[src/hw/rtl/binary_to_decimal_ascii_macros.svh]
// ---------------------------------------------------------------------------
// Binary to decimal ASCII assertion macros
// Shared concurrent assertion forms for the converter's modules.
// ---------------------------------------------------------------------------
`ifndef BINARY_TO_DECIMAL_ASCII_MACROS_SVH
`define BINARY_TO_DECIMAL_ASCII_MACROS_SVH

// Same-cycle implication, checked outside reset.
`define B2DA_ASSERT_SAME(lbl, clk, rst, ante, cons, msg) \
   lbl: assert property (@(posedge clk) disable iff (rst) (ante) |-> (cons)) \
      else $error(msg);

// Next-cycle implication, checked outside reset.
`define B2DA_ASSERT_NEXT(lbl, clk, rst, ante, cons, msg) \
   lbl: assert property (@(posedge clk) disable iff (rst) (ante) |=> (cons)) \
      else $error(msg);

`endif

[src/hw/rtl/b2da_pkg.sv]
// ---------------------------------------------------------------------------
// Binary to decimal ASCII package
// Widths, constants and defaults shared by the converter's modules.
// ---------------------------------------------------------------------------
package b2da_pkg;

   localparam int VALUE_W = 32;
   localparam int CHAR_W  = 6;
   localparam int DIGIT_W = 4;

   localparam int MAX_DIGITS_DEFAULT  = 10;
   localparam int QUEUE_DEPTH_DEFAULT = 2;

   // ASCII '0'
   localparam logic [CHAR_W-1:0] DIGIT_BASE = 6'h30;

   // Divide by ten: q = (v * RECIP_TEN) >> RECIP_SHIFT, exact for 32-bit v.
   localparam logic [VALUE_W-1:0] RECIP_TEN   = 32'hCCCC_CCCD;
   localparam int                 RECIP_SHIFT = 35;

endpackage

[src/hw/rtl/b2da_front.sv]
// ---------------------------------------------------------------------------
// Binary to decimal ASCII front end
// Accepts requests into a short queue that the conversion back end drains.
// ---------------------------------------------------------------------------
module b2da_front #(
   parameter int QUEUE_DEPTH = b2da_pkg::QUEUE_DEPTH_DEFAULT
) (
   input  logic                         clock,
   input  logic                         reset,
   input  logic                         push,
   input  logic [b2da_pkg::VALUE_W-1:0] req_value,
   output logic                         full,
   output logic                         head_valid,
   output logic [b2da_pkg::VALUE_W-1:0] head_value,
   input  logic                         head_take
);

   `include "binary_to_decimal_ascii_macros.svh"

   localparam int PTR_W = (QUEUE_DEPTH > 1) ? $clog2(QUEUE_DEPTH) : 1;
   localparam int CNT_W = $clog2(QUEUE_DEPTH + 1);

   logic [b2da_pkg::VALUE_W-1:0] slot_ff [QUEUE_DEPTH];
   logic [PTR_W-1:0] wr_ptr_ff, wr_ptr_in;
   logic [PTR_W-1:0] rd_ptr_ff, rd_ptr_in;
   logic [CNT_W-1:0] count_ff, count_in;
   logic             do_push, do_pop;

   assign full       = (count_ff == CNT_W'(QUEUE_DEPTH));
   assign head_valid = (count_ff != '0);
   assign head_value = slot_ff[rd_ptr_ff];
   assign do_push    = push & ~full;
   assign do_pop     = head_take & head_valid;

   always_comb begin
      wr_ptr_in = wr_ptr_ff;
      rd_ptr_in = rd_ptr_ff;
      count_in  = count_ff;
      if (do_push) begin
         wr_ptr_in = (wr_ptr_ff == PTR_W'(QUEUE_DEPTH - 1)) ? '0 : wr_ptr_ff + 1'b1;
      end
      if (do_pop) begin
         rd_ptr_in = (rd_ptr_ff == PTR_W'(QUEUE_DEPTH - 1)) ? '0 : rd_ptr_ff + 1'b1;
      end
      if (do_push && !do_pop) begin
         count_in = count_ff + 1'b1;
      end else if (do_pop && !do_push) begin
         count_in = count_ff - 1'b1;
      end
   end

   always_ff @(posedge clock) begin
      if (reset) begin
         wr_ptr_ff <= '0;
         rd_ptr_ff <= '0;
         count_ff  <= '0;
      end else begin
         wr_ptr_ff <= wr_ptr_in;
         rd_ptr_ff <= rd_ptr_in;
         count_ff  <= count_in;
      end
   end

   // Payload slots: write only, no reset.
   always_ff @(posedge clock) begin
      if (do_push) begin
         slot_ff[wr_ptr_ff] <= req_value;
      end
   end

   `B2DA_ASSERT_SAME(a_count_bound, clock, reset, 1'b1, count_ff <= CNT_W'(QUEUE_DEPTH), "queue count beyond depth")
   `B2DA_ASSERT_NEXT(a_push_grows, clock, reset, do_push && !do_pop, count_ff == $past(count_ff) + 1'b1, "push did not grow queue")
   `B2DA_ASSERT_NEXT(a_pop_shrinks, clock, reset, do_pop && !do_push, count_ff == $past(count_ff) - 1'b1, "pop did not shrink queue")

endmodule

[config.mk]
export PLATFORM = sky130hd
export DESIGN_NAME = b2da_front
export DESIGN_NICKNAME = d
export VERILOG_FILES = /design/src/hw/rtl/b2da_pkg.sv /design/src/hw/rtl/b2da_front.sv
export VERILOG_INCLUDE_DIRS = /design/src /design/src/hw/rtl
export SDC_FILE = /design/constraint.sdc
export NUM_CORES = 1
export LEC_CHECK = 0
export BUFFER_PORTS_ARGS = -buffer_cell sky130_fd_sc_hd__buf_2
export CORE_MARGIN = 8
export CORE_UTILIZATION = 30
export CTS_BUF_LIST = sky130_fd_sc_hd__clkbuf_8 sky130_fd_sc_hd__clkbuf_16
export DETAILED_ROUTE_END_ITERATION = 6
export PLACE_DENSITY_LB_ADDON = 0.25
export SLEW_MARGIN = 20
export SYNTH_ARGS = -nofsm -noshare
export SYNTH_HDL_FRONTEND = slang
export SYNTH_SLANG_ARGS = --single-unit
[constraint.sdc]
create_clock -name clock -period 2.54 [get_ports clock]
set_input_delay 0.127 -clock clock [delete_from_list [all_inputs] [get_ports clock]]
set_output_delay 0.127 -clock clock [all_outputs]
set_load 0.01 [all_outputs]
Word level (Yosys, flattened, before mapping) --
Memory sizes are Yosys's and may differ from the RTL's. A register that Yosys moved wholly into a read port is not among the register bits. Cells that the tools add are included.
Cells by class: add/sub/neg operators 4, eq/ne operators 1, multiplexer cells 8, bitwise logic cells 3, reduce and logical (&&, ||, !) cells 6
Operator list (count):
- $mux W1 | 6
- $mux W2 | 2
- $reduce_bool A2 Y1 | 2
- $add A1 B1 Y1 const B | 2
- $add A2 B1 Y2 const B | 1
- $and A1 B1 Y1 | 2
- $eq A2 B2 Y1 const B | 1
- $logic_and A1 B1 Y1 | 2
- $logic_not A1 Y1 | 2
- $sub A2 B1 Y2 const B | 1
- $not A1 Y1 | 1
Word-level totals: bits in registers 4, RAM bits 64, bits of input ports 36, output and inout bits 34, word-level logic and storage cells 26, memories 1
Memory list:
- slot_ff | depth 2, bits a word 32, read ports 1, clocked after memory_dff 1, write ports 1, line b2da_front.sv:23 | logic [b2da_pkg::VALUE_W-1:0] slot_ff [QUEUE_DEPTH];

Logic depth before layout (Yosys ltp) --
Gate-level depths: netlist of run 1.
word-level depth 7, mapped depth 6

Least setup slack after synthesis of run 1 --
OpenSTA, ideal clock, no wires.
kind reg2reg, from reg count_ff[1], to mem slot_ff[0][0] (netlist bit), enable pin, setup time 387 ps, arrival time 1458 ps, setup slack 696 ps, cell stages (with the launch flop) 4, path buffers 0, cell sequence dfxtp_1 > nor2b_2 > or3_1 > inv_1
On the way: longest elaborated chain between the ends 5
Ends and longest elaborated chain:
- start: declaration | line b2da_front.sv:26 | logic [CNT_W-1:0] count_ff, count_in;
- start signal: assignment | line b2da_front.sv:60 | count_ff <= count_in;
- $eq A2 B2 Y1 | line b2da_front.sv:29 | assign full = (count_ff == CNT_W'(QUEUE_DEPTH));
- via full | line b2da_front.sv:12 | output logic full,
- $not A1 Y1 | line b2da_front.sv:32 | assign do_push = push & ~full;
- $and A1 B1 Y1 | line b2da_front.sv:32
- $mux W1 | line b2da_front.sv:66 | if (do_push) begin
- $mux W1 (not written as such) | line b2da_front.sv:67 | slot_ff[wr_ptr_ff] <= req_value;
- end: declaration | line b2da_front.sv:23
The timed path passes the listed nets, and every way through them passes these cells.

Final worst setup path of run 1 --
from reg count_ff[0], to mem slot_ff[1][12] (netlist bit), enable pin
On the way: longest elaborated chain between the ends 5
Ends and longest elaborated chain (line):
- $eq A2 B2 Y1 | b2da_front.sv:29
- $not A1 Y1 | b2da_front.sv:32
- $and A1 B1 Y1 | b2da_front.sv:32
- $mux W1 | b2da_front.sv:66
- $mux W1 (not written as such) | b2da_front.sv:67
No other way between the ends.

==> results of run 1 <==
cell type report:
class	count	area, um^2
Fill cell	759	4649
Clock buffer	9	123.9
Timing Repair Buffer	107	725.7
Sequential cell	69	2022
Tap cell	105	131.4
Inverter	2	7.507
Clock inverter	7	42.54
Multi-Input combinational cell	50	473.0
through the flow:
| step | power [mW] | util, % |
|---|---|---|
| 2_1_floorplan | 2.022 | - |
| 3_3_place_gp | 2.346 | 37.05 |
| 3_5_place_dp | 2.355 | 37.05 |
| 4_1_cts | 3.149 | 43.13 |
| 5_1_grt | 3.274 | 43.13 |
| 6_report | 3.084 | 43.13 |
cell families after synthesis:
logic type / Yosys count / share of synthesized area, %
AO/OA/AOI/OAI: 5 / 0.9895
XOR/XNOR: 3 / 1.039
adder cells (fa/ha/maj): 1 / 0.4947
buffers and inverters: 6 / 1.336
flip-flops: 69 / 79.96
multiplexers: 32 / 14.25
AND/OR/NAND/NOR: 9 / 1.930
placed cells by master (no fill, tap or decap), types with 3 or more instances in the layout:
cell           Yosys  final
buf_2              0     69
edfxtp_1          64     64
dlygate4sd3_1      0     33
mux2_2            30     30
clkbuf_8           0      9
dfxtp_1            5      5
nor2_1             4      4
buf_4              3      4
o21ai_0            3      3
xor2_1             3      3
critical path, stage by stage (launching register included):
cell and delay [ns]:
dfxtp_1 0.42, nor2b_2 0.09, nor2_1 0.13, and2_1 0.48, buf_12 0.25
where the power goes:
part / total, mW / switching (mW) / internal (mW)
Combinational: 0.867 / 0.443 / 0.423
Clock: 0.744 / 0.397 / 0.347
Sequential: 1.47 / 0.0442 / 1.43
routing by layer:
metal	GRT usage (%)	routed length [um]
met3	4.251	352
met1	9.856	2033
met5	0	0
met2	14.12	2361
met4	4.460	70
registers in the layout, indices dropped and copies added (netlist names), named ones only:
signal	cells
slot_ff	64
count_ff	2
wr_ptr_ff	1
rd_ptr_ff	1
worst min path at each step:
stage	end	slack (ns)	cells after the start
2_1_floorplan	count_ff[1]	0.20	1
3_3_place_gp	slot_ff[1][23]	0.32	1
3_5_place_dp	slot_ff[0][7]	0.32	1
4_1_cts	wr_ptr_ff	0.19	4
5_1_grt	wr_ptr_ff	0.24	4
6_report	rd_ptr_ff	0.22	4
cell usage after synthesis, drive strengths merged:
cell	n	area share [%]
a21oi	2	0.40
and2	1	0.25
buf	3	0.89
clkbuf	1	0.15
dfxtp	5	4.0
edfxtp	64	76
ha	1	0.49
inv	2	0.30
mux2	32	14
nor2	4	0.59
nor2b	1	0.35
o21ai	3	0.59
or2	1	0.25
or3	2	0.49
xor2	3	1.0
==> results.json, run 1 <==
{
  "die-area_um2": 11620,
  "post-route-period-util_pct": 66.44,
  "min-delay-start": "head_take",
  "clockBufferDepth": 2,
  "yosys_register_bits": 69,
  "worstPathArrival_ns": 1.73,
  "fin_skew_ns": 0.01288,
  "dr_total_vias": 1453,
  "hp-class": "in2reg",
  "wire_per_inst_um": 13.81,
  "grt_max_degree": 25,
  "insertion_delay_ns": 0.34,
  "finalSetupViolCount": 0,
  "cp-startpoint": "count_ff[0]",
  "coreArea_um2": 8175,
  "dp_hpwl_mm": 3.129,
  "pin_count": 70,
  "overflow": 0,
  "antenna_found_initial": 0,
  "fp.dieH_um": 107.8,
  "max_freq_ghz": 0.5925,
  "timing.final.crit_period_ns": 1.688,
  "dr.pass1.iters": 4,
  "port_buffers": 69,
  "slew-limit-headroom_pct": 64.65,
  "cts_root_buf": "clkbuf_8",
  "start_util_pct": 30.93,
  "drt_iter0_drc": 48,
  "grt_use_total_pct": 8.933,
  "yosysWarnings": 0,
  "final.setup.tns_ns": 0,
  "wirelength_mm": 4.818,
  "nNetsFinal": 276,
  "slew_viol_final": 0,
  "htree_num_levels": 3,
  "clkSinkCount": 69,
  "ys_seq_area_share_pct": 79.96,
  "synthDistinctLibCells": 16,
  "area_delta_synth_final_pct": 39.44,
  "cts_made_buffers": 9,
  "rr_worst_depth": 4,
  "timing.hold.ws_ns": 0.2188,
  "die_w_um": 107.8,
  "hold_viol_final": 0,
  "final_cells": 349,
  "rrSetupSlack_ns": 0.85,
  "r2r-start": "count_ff[0]",
  "via_per_inst": 4.163,
  "post-place-ws_ns": 0.8348,
  "cp-endpoint": "slot_ff[1][12]",
  "post-place-cells": 300,
  "grt_pass1_vias": 1564,
  "worst_slack_ns": 0.8523,
  "holdBufCountCts": 33,
  "drive_above_1_share_pct": 49.18,
  "row_count": 33,
  "post_cts_resized": 0,
  "worst_setup_path_start_kind": "flop",
  "crit_fanout": 24,
  "status": "completed",
  "grt_pass1_wl_mm": 7.714,
  "ant_nets": 0,
  "synth_fp_nets": 162,
  "dpl_cell_area_um2": 3029,
  "peakVddDrop_v": 0.0004112,
  "synth_area_per_cell_um2": 20.23,
  "clk_pin_slew_worst_paths_ns": 0.08,
  "cts_tree": "built",
  "p_per_area_nw_per_um2": 874.7,
  "rsz0062_at_grt": "no",
  "path_class": "reg2reg",
  "tightestPinTransition_ns": 0.5303,
  "drc": 0,
  "maxCapViolations": 0,
  "r2r_end": "slot_ff[1][12]",
  "syn_area_um2": 2529,
  "antenna_cells": 0,
  "p_leak_nw": 1.342,
  "gp_congestion": 0.6577,
  "final_area_um2": 3526,
  "cp.required_ns": 2.58,
  "synth_cells": 125,
  "post_cts_buffers": 0,
  "end_kind": "flop"
}
Note: power is estimated with default switching activity, not from simulation.
==> run 2: changes to the inputs <==
==> constraint.sdc (replaced) <==
create_clock -name clock -period 1.4 [get_ports clock]
set_input_delay 0.07 -clock clock [delete_from_list [all_inputs] [get_ports clock]]
set_output_delay 0.07 -clock clock [all_outputs]
set_load 0.01 [all_outputs]
==> run 2 against run 1 <==
- highest routed layer unchanged
- non-clock buffer count grew 9
- the flow now finishes with violations (setup timing)
- register-to-register slack lost 0.88 ns
- clock skew shrank 0.0089 ns
- clock power grew 91%
- wire length grew 16%
- largest cell class unchanged
- combinational power grew to 2.8 times the previous value
==> results.json, run 2 (synthesis gave the netlist of run 1 again) <==
{
  "wire_per_inst_um": 15.73,
  "failed_checks": "setup timing",
  "grt_use_total_pct": 9.845,
  "port_buffers": 69,
  "p_leak_nw": 1.537,
  "worst_slack_ns": -0.06645,
  "p_comb_share_pct": 36.6,
  "tightestPinTransition_ns": 0.2062,
  "die_w_um": 107.8,
  "multi_input_comb_area_um2": 590.6,
  "grt_pass1_vias": 1719,
  "antenna_cells": 0,
  "worstPathArrival_ns": 1.40,
  "cts_tree": "built",
  "drc": 0,
  "p_per_area_nw_per_um2": 1658,
  "pin_count": 70,
  "p_seq_share_pct": 41.7,
  "insertion_delay_ns": 0.32,
  "clkSinkCount": 69,
  "critPathSlowestCell": "dfxtp_4",
  "clk_pin_slew_worst_paths_ns": 0.06,
  "coreArea_um2": 8175,
  "overflow": 0,
  "dr_total_vias": 1518,
  "maxCapViolations": 0,
  "start_util_pct": 30.93,
  "reg.largest.list": "slot_ff (64), count_ff (2)",
  "largest_reg_flops": 64,
  "finalSetupViolCount": 51,
  "dp_hpwl_mm": 3.572,
  "post-route-period-util_pct": 104.7,
  "rsz0062_at_grt": "yes",
  "row_count": 33,
  "cp.required_ns": 1.33,
  "fin_skew_ns": 0.003991,
  "hold_viol_final": 0,
  "power.switching_mw": 1.741,
  "htree_num_levels": 3,
  "final.setup.tns_ns": -1.062,
  "final_cells": 356,
  "worst_setup_path_start_kind": "flop",
  "grt_max_degree": 20,
  "final_core_util_pct": 48.19,
  "grt_pass1_wl_mm": 8.521,
  "seq_area_um2": 2031,
  "cts_made_buffers": 9,
  "layout_commonest_cell": "edfxtp_1",
  "max_freq_ghz": 0.6819,
  "hp-class": "in2reg",
  "crit_top_cell": "buf_6",
  "cts_root_buf": "clkbuf_8",
  "area_delta_synth_final_pct": 55.81,
  "crit_path_cell_trace": "buf_6 -> clkbuf_16 -> mux2_4 -> buf_6",
  "clockBufferDepth": 2,
  "mostFrequentLayoutCells": "edfxtp_1 (64), buf_2 (49), dlygate4sd3_1 (33)",
  "wirelength_mm": 5.599,
  "status": "complete, but fails checks",
  "path_class": "reg2out",
  "nNetsFinal": 285,
  "clockPowerShare_pct": 21.8,
  "dr.pass1.iters": 4,
  "slew-limit-headroom_pct": 86.25,
  "post-place-cells": 305,
  "path_buf_inv": 3,
  "die-area_um2": 11620,
  "critical_path.top_delay_family": "buffers and inverters",
  "drive_above_1_share_pct": 54.98,
  "swShare_pct": 26.65,
  "peakVddDrop_v": 0.0007435,
  "antenna_found_initial": 0,
  "largest-register": "slot_ff",
  "slew_viol_final": 0,
  "crit_fanout": 5,
  "max_stage_delay_ns": 0.36,
  "nFillCells": 716,
  "post-place-ws_ns": -0.0005147,
  "internal_power_mw": 4.792,
  "via_per_inst": 4.264,
  "timing.final.crit_period_ns": 1.466,
  "ant_nets": 0,
  "gp_congestion": 0.7392,
  "end_kind": "output pin",
  "fp.dieH_um": 107.8,
  "drt_iter0_drc": 59
}
==> run 2: routing by layer <==
layer	wire length [um]	vias up	GRT usage, %
li1	-	726	-
met1	2153	746	9.819
met2	3071	42	17.54
met3	334	4	3.413
met4	40	0	5.352
met5	0	-	0
==> run 2: what timing repair did <==
| item | in CTS | in global routing |
|---|---|---|
| setup endpoints to repair | 34 | 66 |
| buffers inserted | 3 | 0 |
| pin swaps | 0 | 1 |
| resized for setup | 31 | 21 |
| endpoints found under the hold margin | 69 | 0 |
| gates cloned | 1 | 1 |
| hold buffers | 33 | 0 |
==> run 2: final cells by class <==
type | count | share of cell area, %
multi-input cells | 50 | 14.99
clock inverters | 5 | 1.175
inverters | 2 | 0.2858
clock buffers | 9 | 3.144
repair buffers | 116 | 25.53
well taps | 105 | 3.334
flip-flops and latches | 69 | 51.54
==> run 2: power by group through the flow <==
stage / registers [mW] / clock network (mW) / logic [mW]
after global routing: 2.75 / 1.56 / 2.56
after floorplan: 2.71 / 0 / 0.988
final: 2.72 / 1.42 / 2.39
after global placement: 2.75 / 0 / 1.71
after detailed placement: 2.76 / 0 / 1.72
after CTS: 2.71 / 1.48 / 2.27
==> run 2: worst min-delay path: cells and delay by family <==
family                 cells  cell delay [ns]
AOI/OAI and AO/OA          2             0.25
buffers and inverters      2             0.15
==> run 2: final timing paths <==
| check | from | to | depth (start not counted) | slack [ns] |
|---|---|---|---|---|
| worst max-delay path | flop | head_value[0] | 4 | -0.07 |
| worst min-delay path | push | wr_ptr_ff | 4 | 0.20 |
| worst max register to register | count_ff[1] | slot_ff[0][7] | 4 | -0.03 |
| worst min register to register | wr_ptr_ff | wr_ptr_ff | 2 | 0.50 |
==> run 2: per-stage QoR <==
| step | instance area (um^2) | total power, mW | hold WS [ns] |
|---|---|---|---|
| global route | 3940 | 6.874 | 0.2405 |
| floorplan | 2546 | 3.701 | 0.1317 |
| detailed placement | 3136 | 4.482 | 0.2621 |
| CTS | 3849 | 6.460 | 0.1260 |
| finish | 3940 | 6.534 | 0.1982 |
| global placement | 3136 | 4.462 | 0.2601 |
==> run 3: changes to the inputs <==
==> constraint.sdc (replaced) <==
create_clock -name clock -period 1.6 [get_ports clock]
set_input_delay 0.08 -clock clock [delete_from_list [all_inputs] [get_ports clock]]
set_output_delay 0.08 -clock clock [all_outputs]
set_load 0.01 [all_outputs]
==> run 3 against run 2 <==
- the run now ends clean
- clock skew is 0.0054 ns higher
- die area did not move
- sequential power decreased by 14%
- flip-flop and latch count is the same
- setup slack improved by 0.12 ns
- clock power rose by 6%
- combinational power shrank 39%
==> results.json, run 3 (synthesis gave the netlist of run 1 again) <==
{
  "status": "completed",
  "coreArea_um2": 8175,
  "tightestPinTransition_ns": 0.3086,
  "clockPowerShare_pct": 28.3,
  "end_kind": "flop",
  "rrSetupSlack_ns": 0.06,
  "crit_fanout": 5,
  "grt_use_total_pct": 9.078,
  "cts_made_buffers": 9,
  "timing.hold.ws_ns": 0.1272,
  "dr.pass1.iters": 4,
  "critical_path.top_delay_family": "simple AND/OR/NAND/NOR gates",
  "rr_worst_depth": 5,
  "reg.largest.list": "slot_ff (64), count_ff (2)",
  "fp.dieH_um": 107.8,
  "dr_total_vias": 1456,
  "hp-class": "in2reg",
  "via_per_inst": 4.148,
  "area_delta_synth_final_pct": 43.64,
  "drt_iter0_drc": 27,
  "fin_skew_ns": 0.009353,
  "nFillCells": 758,
  "max_freq_ghz": 0.6484,
  "r2r-start": "count_ff[1]",
  "cts_root_buf": "clkbuf_8",
  "clkSinkCount": 69,
  "antenna_cells": 0,
  "htree_num_levels": 3,
  "peakVddDrop_v": 0.0006285,
  "internal_power_mw": 3.882,
  "post_cts_buffers": 0,
  "layout_commonest_cell": "buf_2",
  "die-area_um2": 11620,
  "finalSetupViolCount": 0,
  "gp_congestion": 0.6702,
  "nNetsFinal": 278,
  "worstPathArrival_ns": 1.80,
  "critPathSlowestCell": "dfxtp_1",
  "largest-register": "slot_ff",
  "clk_pin_slew_worst_paths_ns": 0.07,
  "antenna_found_initial": 0,
  "die_w_um": 107.8,
  "port_buffers": 69,
  "final_cells": 351,
  "clockBufferDepth": 2,
  "min-delay-start": "push",
  "max_stage_delay_ns": 0.38,
  "overflow": 0,
  "slew-limit-headroom_pct": 79.21,
  "power_mw": 5.318,
  "maxCapViolations": 0,
  "largest_reg_flops": 64,
  "path_buf_inv": 0,
  "final_core_util_pct": 44.43,
  "ant_nets": 0,
  "slew_viol_final": 0,
  "grt_pass1_wl_mm": 8.004,
  "post-route-period-util_pct": 96.39,
  "wirelength_mm": 5.117,
  "crit_path_cell_trace": "nor2b_2 -> nor2_1 -> ha_1 -> or3_1 -> a21oi_1",
  "min_to": "wr_ptr_ff",
  "timing.final.crit_period_ns": 1.542,
  "cp.required_ns": 1.86,
  "post-place-cells": 302,
  "grt_pass1_vias": 1597,
  "whs_path_depth": 4,
  "p_seq_share_pct": 44.2,
  "insertion_delay_ns": 0.33,
  "p_per_area_nw_per_um2": 1464,
  "pin_count": 70,
  "cts_tree": "built",
  "drive_above_1_share_pct": 51.22,
  "wire_per_inst_um": 14.58,
  "power.switching_mw": 1.437,
  "rsz0062_at_grt": "yes",
  "r2r_end": "count_ff[1]",
  "worst_setup_path_start_kind": "flop",
  "row_count": 33,
  "path_class": "reg2reg",
  "p_leak_nw": 1.383,
  "start_util_pct": 30.93,
  "drc": 0,
  "grt_max_degree": 23,
  "p_comb_share_pct": 27.4,
  "mostFrequentLayoutCells": "buf_2 (69), edfxtp_1 (64), dlygate4sd3_1 (33)",
  "post_cts_resized": 0,
  "hold_viol_final": 0,
  "dp_hpwl_mm": 3.427,
  "swShare_pct": 27.02
}
## run 3: cell types whose count changed in the layout (fill, tap and decap cells not counted), sizes merged
cell,before,now
buf,82,76
clkinvlp,1,2
bufinv,1,2
clkbuf,10,9
## run 3: through the flow
| step | instance area [um^2] | setup WS (ns) | setup TNS, ns |
|---|---|---|---|
| 2_1_floorplan | 2534 | 0.01651 | 0 |
| 3_5_place_dp | 3088 | 0.08949 | 0 |
| 3_3_place_gp | 3088 | 0.1431 | 0 |
| 6_report | 3632 | 0.05769 | 0 |
| 4_1_cts | 3632 | 0.06278 | 0 |
| 5_1_grt | 3632 | -0.008893 | -0.008893 |
## run 3: layer usage
layer | vias to the layer above | GRT usage [%] | wire length, um
li1 | 710 | - | -
met3 | 8 | 3.832 | 343
met4 | 0 | 5.055 | 70
met5 | - | 0 | 0
met1 | 695 | 10.57 | 2293
met2 | 43 | 13.82 | 2410
## run 3: tightest hold or removal path, cell delays in order
cell     delay, ns
buf_2         0.07
inv_1         0.04
o21ai_0       0.15
a21oi_1       0.06
## run 3: how the worst max path moves through the flow
| stage | from | to | slack (ns) | cells past startpoint |
|---|---|---|---|---|
| 2_1_floorplan | count_ff[1] | slot_ff[0][0] | 0.02 | 3 |
| 3_3_place_gp | count_ff[1] | count_ff[1] | 0.14 | 5 |
| 3_5_place_dp | count_ff[1] | count_ff[1] | 0.09 | 5 |
| 4_1_cts | count_ff[1] | count_ff[1] | 0.06 | 5 |
| 5_1_grt | count_ff[0] | count_ff[1] | -0.009 | 4 |
| 6_report | count_ff[1] | count_ff[1] | 0.06 | 5 |
## run 3: cell type report
cell class | instances | area, um^2 | share of cell area [%]
multi-input cells | 50 | 474.2 | 13.06
clock buffers | 9 | 123.9 | 3.410
flip-flops and latches | 69 | 2023 | 55.70
well taps | 105 | 131.4 | 3.617
repair buffers | 109 | 778.2 | 21.43
inverters | 2 | 11.26 | 0.3100
clock inverters | 7 | 90.09 | 2.480
## run 3: power by group through the flow
stage	Sequential, mW	Combinational, mW	Clock, mW
floorplan	2.36	0.850	0
global placement	2.38	1.43	0
detailed placement	2.39	1.43	0
CTS	2.36	1.50	1.55
global route	2.38	1.59	1.63
finish	2.35	1.46	1.51
## run 3: repair_timing
action | CTS | global route
setup endpoints to repair | 0 | 1
endpoints found under the hold margin | 69 | 0
hold buffers | 33 | 0
